==> src/sv/esm_pkg.sv <==
`default_nettype none
// ----------------------------------------------------------------------------
// esm_pkg: shared types and constants for the encoder speed measurement
// Item and result records passed between the top level and the core, and
// register map codes for the configuration port.
// ----------------------------------------------------------------------------
package esm_pkg;

  localparam int unsigned POS_W   = 32;
  localparam int unsigned SCALE_W = 10;
  localparam int unsigned PER_W   = 16;
  localparam int unsigned SPD_W   = 31;
  localparam int unsigned PROD_W  = POS_W + SCALE_W;
  localparam int unsigned ADD_W   = PROD_W + 1;

  localparam logic [SPD_W-1:0]   SPEED_MAX       = 31'h7FFF_FFFF;
  localparam logic [PER_W-1:0]   OVERFLOW_PERIOD = 16'hFFFF;
  localparam logic [SCALE_W-1:0] SCALE_RESET     = 10'd25;
  localparam logic [31:0]        NUMER_RESET     = 32'd2343750;

  // register index, taken from paddr[2]
  localparam logic REG_SCALE = 1'b0;
  localparam logic REG_NUMER = 1'b1;

  typedef struct packed {
    logic             unit_timeout;
    logic [POS_W-1:0] latched_position;
    logic             count_up;
    logic             unit_position_event;
    logic             capture_overflow;
    logic [PER_W-1:0] capture_period;
  } esm_item_t;

  typedef struct packed {
    logic [SPD_W-1:0] position_speed;
    logic             position_speed_valid;
    logic [31:0]      period_speed;
    logic             period_speed_valid;
    logic             zero_period_error;
  } esm_result_t;

endpackage
`default_nettype wire

==> src/sv/esm_core.sv <==
`default_nettype none
// ----------------------------------------------------------------------------
// esm_core: sequenced datapath for one encoder event
// A single add/subtract unit forms the position delta, the shift-add
// product with the scale and the restoring divide of the numerator.
// ----------------------------------------------------------------------------
module esm_core
  import esm_pkg::*;
(
  input  wire logic                clk,
  input  wire logic                rst_n,
  input  wire logic                item_valid,
  output logic                     item_ready,
  input  wire esm_item_t           item,
  input  wire logic [SCALE_W-1:0]  scale,
  input  wire logic [31:0]         numer,
  output logic                     res_valid,
  input  wire logic                res_ready,
  output esm_result_t              res
);

  localparam logic [2:0] S_IDLE  = 3'd0;
  localparam logic [2:0] S_DELTA = 3'd1;
  localparam logic [2:0] S_MUL   = 3'd2;
  localparam logic [2:0] S_DIV   = 3'd3;
  localparam logic [2:0] S_DONE  = 3'd4;

  logic [2:0]        state_r, state_nxt;
  logic [4:0]        cnt_r, cnt_nxt;
  logic [POS_W-1:0]  prev_r, prev_nxt;
  logic [POS_W-1:0]  pos_r, pos_nxt;
  logic [POS_W-1:0]  delta_r, delta_nxt;
  logic [PROD_W-1:0] acc_r, acc_nxt;
  logic [PER_W-1:0]  per_r, per_nxt;
  logic [PER_W-1:0]  rem_r, rem_nxt;
  logic [31:0]       q_r, q_nxt;
  logic              tmo_r, tmo_nxt;
  logic              up_r, up_nxt;
  logic              evt_r, evt_nxt;

  logic [ADD_W-1:0]  add_a, add_b;
  logic              add_sub;
  logic [ADD_W:0]    add_sum;
  logic [PER_W-1:0]  per_in;
  logic              div_go;

  // shared adder; carry out of a subtract means no borrow
  assign add_sum = {1'b0, add_a} + {1'b0, add_b ^ {ADD_W{add_sub}}}
                 + {{ADD_W{1'b0}}, add_sub};

  assign per_in = item.capture_overflow ? OVERFLOW_PERIOD : item.capture_period;
  assign div_go = evt_r && (per_r != '0);

  always_comb begin
    add_a   = '0;
    add_b   = '0;
    add_sub = 1'b0;
    unique case (state_r)
      S_DELTA: begin
        add_sub = 1'b1;
        add_a   = {{(ADD_W-POS_W){1'b0}}, up_r ? pos_r : prev_r};
        add_b   = {{(ADD_W-POS_W){1'b0}}, up_r ? prev_r : pos_r};
      end
      S_MUL: begin
        add_a = {acc_r, 1'b0};
        add_b = scale[cnt_r[3:0]] ? {{(ADD_W-POS_W){1'b0}}, delta_r} : '0;
      end
      S_DIV: begin
        add_sub = 1'b1;
        add_a   = {{(ADD_W-PER_W-1){1'b0}}, rem_r, q_r[31]};
        add_b   = {{(ADD_W-PER_W){1'b0}}, per_r};
      end
      default: begin
      end
    endcase
  end

  always_comb begin
    state_nxt = state_r;
    cnt_nxt   = cnt_r;
    prev_nxt  = prev_r;
    pos_nxt   = pos_r;
    delta_nxt = delta_r;
    acc_nxt   = acc_r;
    per_nxt   = per_r;
    rem_nxt   = rem_r;
    q_nxt     = q_r;
    tmo_nxt   = tmo_r;
    up_nxt    = up_r;
    evt_nxt   = evt_r;
    unique case (state_r)
      S_IDLE: begin
        if (item_valid) begin
          tmo_nxt = item.unit_timeout;
          pos_nxt = item.latched_position;
          up_nxt  = item.count_up;
          evt_nxt = item.unit_position_event;
          per_nxt = per_in;
          q_nxt   = numer;
          rem_nxt = '0;
          acc_nxt = '0;
          if (item.unit_timeout) begin
            state_nxt = S_DELTA;
          end else if (item.unit_position_event && (per_in != '0)) begin
            state_nxt = S_DIV;
            cnt_nxt   = 5'd31;
          end else begin
            state_nxt = S_DONE;
          end
        end
      end
      S_DELTA: begin
        delta_nxt = add_sum[POS_W-1:0];
        prev_nxt  = pos_r;
        cnt_nxt   = 5'(SCALE_W - 1);
        state_nxt = S_MUL;
      end
      S_MUL: begin
        // msb-first shift and add over the scale bits
        acc_nxt = add_sum[PROD_W-1:0];
        cnt_nxt = cnt_r - 5'd1;
        if (cnt_r == '0) begin
          if (div_go) begin
            state_nxt = S_DIV;
            cnt_nxt   = 5'd31;
          end else begin
            state_nxt = S_DONE;
          end
        end
      end
      S_DIV: begin
        if (add_sum[ADD_W]) begin
          rem_nxt = add_sum[PER_W-1:0];
        end else begin
          rem_nxt = {rem_r[PER_W-2:0], q_r[31]};
        end
        q_nxt   = {q_r[30:0], add_sum[ADD_W]};
        cnt_nxt = cnt_r - 5'd1;
        if (cnt_r == '0) begin
          state_nxt = S_DONE;
        end
      end
      S_DONE: begin
        if (res_ready) begin
          state_nxt = S_IDLE;
        end
      end
      default: begin
        state_nxt = S_IDLE;
      end
    endcase
  end

  always_ff @(posedge clk) begin
    if (!rst_n) begin
      state_r <= S_IDLE;
      cnt_r   <= '0;
      prev_r  <= '0;
    end else begin
      state_r <= state_nxt;
      cnt_r   <= cnt_nxt;
      prev_r  <= prev_nxt;
    end
  end

  always_ff @(posedge clk) begin
    pos_r   <= pos_nxt;
    delta_r <= delta_nxt;
    acc_r   <= acc_nxt;
    per_r   <= per_nxt;
    rem_r   <= rem_nxt;
    q_r     <= q_nxt;
    tmo_r   <= tmo_nxt;
    up_r    <= up_nxt;
    evt_r   <= evt_nxt;
  end

  assign item_ready = (state_r == S_IDLE);
  assign res_valid  = (state_r == S_DONE);

  always_comb begin
    res.position_speed       = '0;
    if (tmo_r) begin
      res.position_speed = (|acc_r[PROD_W-1:SPD_W]) ? SPEED_MAX : acc_r[SPD_W-1:0];
    end
    res.position_speed_valid = tmo_r;
    res.period_speed         = div_go ? q_r : '0;
    res.period_speed_valid   = evt_r;
    res.zero_period_error    = evt_r && (per_r == '0);
  end

  a_busy_while_result : assert property (@(posedge clk) disable iff (!rst_n)
    res_valid |-> !item_ready)
    else $error("core ready while a result is pending");

  a_one_at_a_time : assert property (@(posedge clk) disable iff (!rst_n)
    (item_valid && item_ready) |=> !item_ready)
    else $error("core took a second transfer without finishing");

  a_rem_below_divisor : assert property (@(posedge clk) disable iff (!rst_n)
    (state_r == S_DIV) |-> (rem_r < per_r))
    else $error("divide remainder not below period");

  a_mul_count : assert property (@(posedge clk) disable iff (!rst_n)
    (state_r == S_MUL) |-> (cnt_r < 5'(SCALE_W)))
    else $error("multiply count out of range");

  a_zero_err_quiet : assert property (@(posedge clk) disable iff (!rst_n)
    (res_valid && res.zero_period_error) |-> (res.period_speed == '0))
    else $error("zero period gave a nonzero speed");

endmodule
`default_nettype wire

==> src/sv/encoder_speed_measurement.sv <==
`default_nettype none
// ----------------------------------------------------------------------------
// encoder_speed_measurement: fast and slow speed from encoder events
//
//   channel  direction  handshake                      contents
//   in_      input      in_valid / in_ready            one encoder event
//   out_     output     out_valid / out_ready          speeds and flags
//   apb      input      psel penable pwrite pready     scale, numerator
//
// An event with no work goes straight to its result; a unit timeout adds the
// delta and ten shift-add steps, a period divide adds 32 restoring steps, and
// both run all of them; all steps share one 43-bit add/subtract unit.
// Reset sets the registers to scale 25 and numerator 2343750 and clears the
// stored position. A finished result sits in the output register, so the
// core is free for the next event while out_ready is low; the core waits only
// if a second result is done before the first transfer.
// ----------------------------------------------------------------------------
module encoder_speed_measurement
  import esm_pkg::*;
(
  input  wire logic         clk,
  input  wire logic         rst_n,
  input  wire logic         in_valid,
  output logic              in_ready,
  input  wire logic         in_unit_timeout,
  input  wire logic [31:0]  in_latched_position,
  input  wire logic         in_count_up,
  input  wire logic         in_unit_position_event,
  input  wire logic         in_capture_overflow,
  input  wire logic [15:0]  in_capture_period,
  output logic              out_valid,
  input  wire logic         out_ready,
  output logic [30:0]       out_position_speed,
  output logic              out_position_speed_valid,
  output logic [31:0]       out_period_speed,
  output logic              out_period_speed_valid,
  output logic              out_zero_period_error,
  input  wire logic         psel,
  input  wire logic         penable,
  input  wire logic         pwrite,
  input  wire logic [2:0]   paddr,
  input  wire logic [31:0]  pwdata,
  output logic [31:0]       prdata,
  output logic              pready
);

  logic [SCALE_W-1:0] scale_r;
  logic [31:0]        numer_r;
  logic               out_valid_r, out_valid_nxt;
  esm_result_t        out_r;
  esm_item_t          item;
  esm_result_t        res;
  logic               res_valid, res_ready;
  logic               cfg_wr;

  assign pready = 1'b1;
  assign cfg_wr = psel && penable && pwrite && pready;

  always_ff @(posedge clk) begin
    if (!rst_n) begin
      scale_r <= SCALE_RESET;
      numer_r <= NUMER_RESET;
    end else if (cfg_wr) begin
      unique case (paddr[2])
        REG_SCALE: scale_r <= pwdata[SCALE_W-1:0];
        REG_NUMER: numer_r <= pwdata;
        default: begin
        end
      endcase
    end
  end

  always_comb begin
    unique case (paddr[2])
      REG_SCALE: prdata = {{(32-SCALE_W){1'b0}}, scale_r};
      REG_NUMER: prdata = numer_r;
      default:   prdata = '0;
    endcase
  end

  assign item.unit_timeout        = in_unit_timeout;
  assign item.latched_position    = in_latched_position;
  assign item.count_up            = in_count_up;
  assign item.unit_position_event = in_unit_position_event;
  assign item.capture_overflow    = in_capture_overflow;
  assign item.capture_period      = in_capture_period;

  esm_core u_core (
    .clk        (clk),
    .rst_n      (rst_n),
    .item_valid (in_valid),
    .item_ready (in_ready),
    .item       (item),
    .scale      (scale_r),
    .numer      (numer_r),
    .res_valid  (res_valid),
    .res_ready  (res_ready),
    .res        (res)
  );

  // output slot loads when empty or emptied by this transfer
  assign res_ready = !out_valid_r || out_ready;

  always_comb begin
    out_valid_nxt = out_valid_r;
    if (res_valid && res_ready) begin
      out_valid_nxt = 1'b1;
    end else if (out_ready) begin
      out_valid_nxt = 1'b0;
    end
  end

  always_ff @(posedge clk) begin
    if (!rst_n) begin
      out_valid_r <= 1'b0;
    end else begin
      out_valid_r <= out_valid_nxt;
    end
  end

  always_ff @(posedge clk) begin
    if (res_valid && res_ready) begin
      out_r <= res;
    end
  end

  assign out_valid                = out_valid_r;
  assign out_position_speed       = out_r.position_speed;
  assign out_position_speed_valid = out_r.position_speed_valid;
  assign out_period_speed         = out_r.period_speed;
  assign out_period_speed_valid   = out_r.period_speed_valid;
  assign out_zero_period_error    = out_r.zero_period_error;

  a_hold_when_stalled : assert property (@(posedge clk) disable iff (!rst_n)
    (out_valid_r && !out_ready) |=> (out_valid_r && $stable(out_r)))
    else $error("pending result changed before its transfer");

  a_flag_needs_event : assert property (@(posedge clk) disable iff (!rst_n)
    out_valid_r |-> (!out_r.zero_period_error || out_r.period_speed_valid))
    else $error("zero period flag without a position event");

  a_idle_speed_zero : assert property (@(posedge clk) disable iff (!rst_n)
    (out_valid_r && !out_r.position_speed_valid) |-> (out_r.position_speed == '0))
    else $error("position speed without a timeout");

endmodule
`default_nettype wire
==> config.mk <==
export PLATFORM = sky130hd
export DESIGN_NAME = encoder_speed_measurement
export DESIGN_NICKNAME = d
export VERILOG_FILES = /design/src/sv/esm_pkg.sv /design/src/sv/esm_core.sv /design/src/sv/encoder_speed_measurement.sv
export SDC_FILE = /design/constraint.sdc
export NUM_CORES = 1
export LEC_CHECK = 0
export BUFFER_PORTS_ARGS = -buffer_cell sky130_fd_sc_hd__buf_4
export CAP_MARGIN = 20
export CORE_MARGIN = 2
export CORE_UTILIZATION = 45
export DETAILED_ROUTE_END_ITERATION = 8
export PLACE_DENSITY = 0.69
export SYNTH_ARGS = -nofsm -noshare
export SYNTH_HDL_FRONTEND = slang
export SYNTH_SLANG_ARGS = --single-unit
export TNS_END_PERCENT = 100
==> constraint.sdc <==
create_clock -name clk -period 7.06 [get_ports clk]
set_input_delay 0.706 -clock clk [delete_from_list [all_inputs] [get_ports clk]]
set_output_delay 0.706 -clock clk [all_outputs]
set_load 0.005 [all_outputs]
* Word level (Yosys, flattened, before mapping)
Index checks and enable logic that the tools add are counted.
** Storage, ports and cells
- Flip-flop bits (word level) :: 322
- Logic and storage cells :: 96
** Cells by class
- Equal/unequal tests :: 10
- Reduce and logical (&&, ||, !) cells :: 26
- Mux-type cells :: 34
- Order comparisons :: 1
- $add $sub $neg :: 3
- Bitwise gates (word level) :: 2
** Operators with widths (number)
- $pmux W43 S3 :: 2
- $mux W32 :: 4
- $pmux W32 S2 :: 2
- $pmux W42 S2 :: 1
- $mux W16 :: 3
- $add A43 B43 Y44 :: 1
- $add A44 B1 Y44 :: 1
- $xor A43 B43 Y43 :: 1
- $mux W42 :: 1
- $pmux W16 S2 :: 1
- $reduce_bool A16 Y1 :: 2
- $mux W31 :: 1
- $mux W5 :: 5
- $mux W3 :: 7
- $pmux W5 S4 :: 1
- $logic_not A16 Y1 :: 1
- $pmux W3 S5 :: 1
- $reduce_or A11 Y1 :: 1
- $reduce_and A2 Y1 :: 5
- $ne A2 B1 Y1 const B :: 4
- $reduce_and A4 Y1 :: 2
- $eq A3 B2 Y1 const B :: 2
- $logic_and A1 B1 Y1 :: 6
- $reduce_bool A2 Y1 :: 3
- other kinds (14) :: 18

* Longest topological paths before layout
- Word-level depth :: 9
- Depth in mapped cells :: 20
- Mapped depth without buffers :: 17

* By module
From an unflattened synthesis, not the netlist that was laid out.
** Unflattened totals
- Cell total of the unflattened synthesis :: 1636
- Area, all modules :: 16901.2 µm²
** Modules (own cells, without submodules)
- esm_core :: times used 1, seq. area each 5995.8 µm², cells each 1346, area an instance 12832.3 µm²
- encoder_speed_measurement :: times used 1, seq. area each 2842.7 µm², cells each 290, area an instance 4068.9 µm²

* Least setup slack after synthesis
No wires, ideal clock.
- Path type :: register to register
- Start point :: reg u_core.up_r
- End point :: reg u_core.rem_r[11], data pin
- Data required time :: 6.794 ns
- Stages on the path, launching flop included :: 19
- Path buffers :: 4
- Library setup time :: 0.266 ns
- Path slack :: 2.701 ns
- Clock period less this slack :: 4.359 ns
- Data arrival time :: 4.093 ns
- Cells stage by stage :: edfxtp_1 > clkbuf_1 > clkbuf_1 > buf_1 > mux2i_1 > o21ai_0 > nand2_1 > ha_1 > a21o_1 > a21oi_1 > o21ai_0 > a21oi_1 > or3b_2 > a21oi_4 > o21ai_2 > a21oi_4 > buf_8 > mux2i_1 > nor2_1
** On the way
- Cells in the longest elaborated chain, start to end :: 7
** RTL lines
- start: declaration :: RTL line esm_core.sv:38 : logic up_r, up_nxt;
- start signal: assignment :: RTL line esm_core.sv:174 : up_r <= up_nxt;
- $mux W32 :: RTL line esm_core.sv:62 : add_b = {{(ADD_W-POS_W){1'b0}}, up_r ? prev_r : pos_r};
- $pmux W43 S3 :: RTL line esm_core.sv:58 : unique case (state_r)
- $xor A43 B43 Y43 :: RTL line esm_core.sv:48 : assign add_sum = {1'b0, add_a} + {1'b0, add_b ^ {ADD_W{add_sub}}}
- $add A43 B43 Y44 * :: RTL line esm_core.sv:48
- $add A44 B1 Y44 * :: RTL line esm_core.sv:49 : + {{ADD_W{1'b0}}, add_sub};
- $mux W16 * :: RTL line esm_core.sv:132 : if (add_sum[ADD_W]) begin
- $pmux W16 S2 * :: RTL line esm_core.sv:91 : unique case (state_r)
- end signal: assignment :: RTL line esm_core.sv:171 : rem_r <= rem_nxt;
- end: declaration :: RTL line esm_core.sv:35 : logic [PER_W-1:0] rem_r, rem_nxt;
Mark *: on every way between the ends. The rest lies on a longest branch, timed or not.
A chain may end at the register's enable or synchronous reset.

* Final worst setup path
- Start point :: reg u_core.state_r[2]
- End point :: reg u_core.acc_r[40], data pin
** On the way
- Cells in the longest elaborated chain, start to end :: 7
** RTL lines
- start: declaration :: RTL line esm_core.sv:28 : logic [2:0] state_r, state_nxt;
- start signal: assignment :: RTL line esm_core.sv:160 : state_r <= state_nxt;
- $eq A3 B1 Y1 or $eq A3 B2 Y1 (tied branches) :: RTL line esm_core.sv:58
- $reduce_or A2 Y1 (no line)
- $mux W1 :: RTL line esm_core.sv:58
- $xor A43 B43 Y43 :: RTL line esm_core.sv:48
- $add A43 B43 Y44 :: RTL line esm_core.sv:48
- $add A44 B1 Y44 :: RTL line esm_core.sv:49
- $pmux W42 S2 * :: RTL line esm_core.sv:91
- end signal: assignment :: RTL line esm_core.sv:169 : acc_r <= acc_nxt;
- end: declaration :: RTL line esm_core.sv:33 : logic [PROD_W-1:0] acc_r, acc_nxt;
Marks and branches as above.

==> results.md <==
- Die area: around 0.038 mm^2
- Final GP Congestion: between 0.9 and 1
- Ys async rst share: 0%
- M3 GR Usage: 4.46%
- First-pass iteration count of the detailed router: 5
- Post-route cell area: around 0.02 mm^2
- All-Layer GR Usage: a little over a fifth
- Hold_buf cts: 0
- Die Y: around 200 um
- Clock buffer depth: 3
- Final hold slack: between 0.3 and 0.4 ns
- Final hold vios: 0
- Layout area overhead: 18.8%
- P_leak: 7.71 nW
- WL/cell: 18.6 um
- R2R setup slack: ~1.5 ns
- Top FF cell, synth: edfxtp_1
- Crit path required time: ~7.3 ns
- Top Ports: roughly 200
- Initial antenna violation count: 0
- Unrepaired setup endpoints after global routing: no
- Post-route DRC: 0
- Fill count: 3152
- Final Core Density: ~54%
- Routed vias: 12.1k
- Number of synthesized flops with an enable pin: 239
- Vias/cell: ~5.6
- Critical Setup Path Class: register to register
- Status: completed
- CTS sink count: about 320
- Largest family of logic cells by synthesized area: simple AND/OR/NAND/NOR gates
- Maximum clock rate: 179 MHz
- 1st-iter DRT viols: 692
- Cell Area, Placed: about 0.018 mm^2
- Hold WC Path Type: primary input to register
- Peak VDD IR: 0.213 mV
- # port buffers: 191
- Mapped Nets: roughly 1.7k
- First-pass GRT wire length: roughly 65000 um
- Post-cts gate resize count: 0
- Placed insts: 2112
- Fin Clk Skew: slightly above 0.03 ns
- Total grt overflow: 0
- # nets final: 1822
- Drt total wl: around 41000 um
- Root buf cell: clkbuf_16
- Portion of netlist area occupied by mux cells: 9.16%
- Ratio of cells with drive above 1 in the final layout: a little over a fifth
- Vias in the first global route: about 12k
- Worst setup EP type: register
- Fraction of the mapped netlist area in adder cells: 3.39%
- Least-Margin Pin Slew: 0.878 ns
- Synth Instances: between 1.5k and 2k
- Simple-gate area share of the yosys netlist: between 10% and 20%
- Antenna Cells: 0
- Fin. max-slew vios: 0
- Pwr per Cell Area: between 300 and 400 mW/mm^2
- Dpl hpwl: around 27000 um
- Synth Area per Inst: between 10 and 15 um^2
- Met2 Resource Use GR: around a third
- Tcrit/Tclk final: 79.1%
- Critical path peak fanout: 19
- Met1 usage: between 20% and 30%
- Critical Path Start Type: register
- Pre-CTS WS: between 1.5 and 2 ns
- Initial Util: a little under half
- Power Total: around 7.5 mW
- Setup TNS: 0 ns
- Layout Cells excl Fill: about 2.2k
- Post-CTS Setup Bufs: 0
- Largest net degree at the start of global routing: 84
- Clock Latency Late Sink: 0.55 ns
- Min cycle time layout: ~5.6 ns
- Synthesized area: roughly 0.016 mm^2
- FP Rows: 70
- Final setup violating endpoints: 0
- Post-route ant nets: 0
- #FFs+latches synth: ~320
- Cts bufs inserted: 38
- Die width: between 150 and 200 um
- CORE AREA: 0.0363 mm^2
- CP arrival: around 5.9 ns
- Compound-gate portion of the synthesized area: 13.8%
- Netlist cell types: around 70
- Yosys warnings: 0
- Max Cap Viol: 0
- Clock H-tree levels: 2
- Sequential fraction of the synthesis area: a little over half
- Xor/xnor cell area share of the yosys netlist: 1.60%
- Grt peak-use layer: met2
- CTS tree: yes
- Clock transition at path regs: roughly 0.06 ns
- Final setup margin: roughly 1.5 ns
- Worst rel slew slack: 40.0%
state kept, by name (all words and copies together) (netlist names):
name and count:
numer_r 32, out_period_speed 32, out_period_speed_valid 1, out_position_speed 31, out_position_speed_valid 1, out_valid 1, out_zero_period_error 1, scale_r 10
u_core.acc_r 42, u_core.cnt_r 5, u_core.delta_r 32, u_core.evt_r 1, u_core.per_r 16, u_core.pos_r 32, u_core.prev_r 32, u_core.q_r 32
u_core.rem_r 16, u_core.state_r 3, u_core.tmo_r 1, u_core.up_r 1
routing by layer:
metal | vias up | part of all wire, %
met5 | - | 0
met4 | 0 | 3.4
met3 | 84 | 6.8
met2 | 366 | 46
met1 | 5874 | 44
li1 | 5817 | -
where the power goes:
part           internal, mW  switching, mW  total [mW]
Clock                  1.14          0.784        1.93
Combinational         0.936           1.58        2.52
Sequential             2.74          0.308        3.05
synth_stat cells (all sizes together) (30+ instances only):
master  number  area [um^2]
and2        66          413
mux2i       84          841
dfxtp       83         1660
and3        33          206
o21ai       75          383
nand2      248          931
a21boi      69          518
ha          43          538
nand3       30          150
clkbuf      70          263
o21a        37          278
mux2        59          664
edfxtp     239         7180
nor2        75          282
a21oi       46          268
worst max-delay path, stage by stage (launching register included):
cell and delay, ns:
dfxtp_1 0.43, buf_4 0.29, nand2b_1 0.23, or2_2 0.48, a21oi_4 0.61, buf_4 0.35, a22o_1 0.17, ha_1 0.28
nor2b_1 0.18, o31a_1 0.27, nand3_1 0.11, a31oi_1 0.19, o21ai_0 0.40, a21oi_1 0.21, o211ai_1 0.36, a21oi_1 0.20
a311oi_1 0.41, mux2i_1 0.12
cell usage in the layout (no fill, tap or decap), types with 15 or more instances in the layout:
cell type  Yosys  routed
a21boi_0      67      67
a21o_1        24      24
a21oi_1       42      41
a22o_1        17      17
a22oi_1       15      15
and2_1        66      66
and3_1        33      33
buf_4          1     213
clkbuf_16      0      39
dfxtp_1       83      82
edfxtp_1     239     239
ha_1          43      43
inv_1         22      20
mux2_2        59      59
mux2i_1       84      84
nand2_1      248     247
nand3_1       30      30
nor2_1        75      73
o21a_1        37      37
o21ai_0       70      70
or2_2         19      19
xnor2_1       17      17
kinds of logic (layout without fill, tap and decap cells):
kind of cell	after synthesis	in the layout
AO/OA/AOI/OAI	329	329
XOR/XNOR	30	30
adder cells (fa/ha/maj)	44	44
buffers and inverters	116	306
flip-flops	322	322
multiplexers	143	143
other	1	1
AND/OR/NAND/NOR	539	539
path summary, 6_finish.rpt:
check,cells after the start,endpoint,from
worst max-delay path,17,u_core.acc_r[40],u_core.state_r[2]
worst min-delay path,1,u_core.pos_r[0],in_latched_position[0]
worst max register to register,17,u_core.acc_r[40],u_core.state_r[2]
worst min register to register,2,u_core.prev_r[2],u_core.prev_r[2]
cell type report:
cell class / count / area [um^2] / share of cell area, %
inverters: 22 / 82.6 / 0.423
flip-flops and latches: 322 / 8840 / 45.3
clock buffers: 55 / 1080 / 5.51
clock inverters: 15 / 158 / 0.807
well taps: 468 / 586 / 3.00
repair buffers: 214 / 1620 / 8.29
multi-input cells: 1086 / 7170 / 36.7
Power figures use the tool's default switching activity.
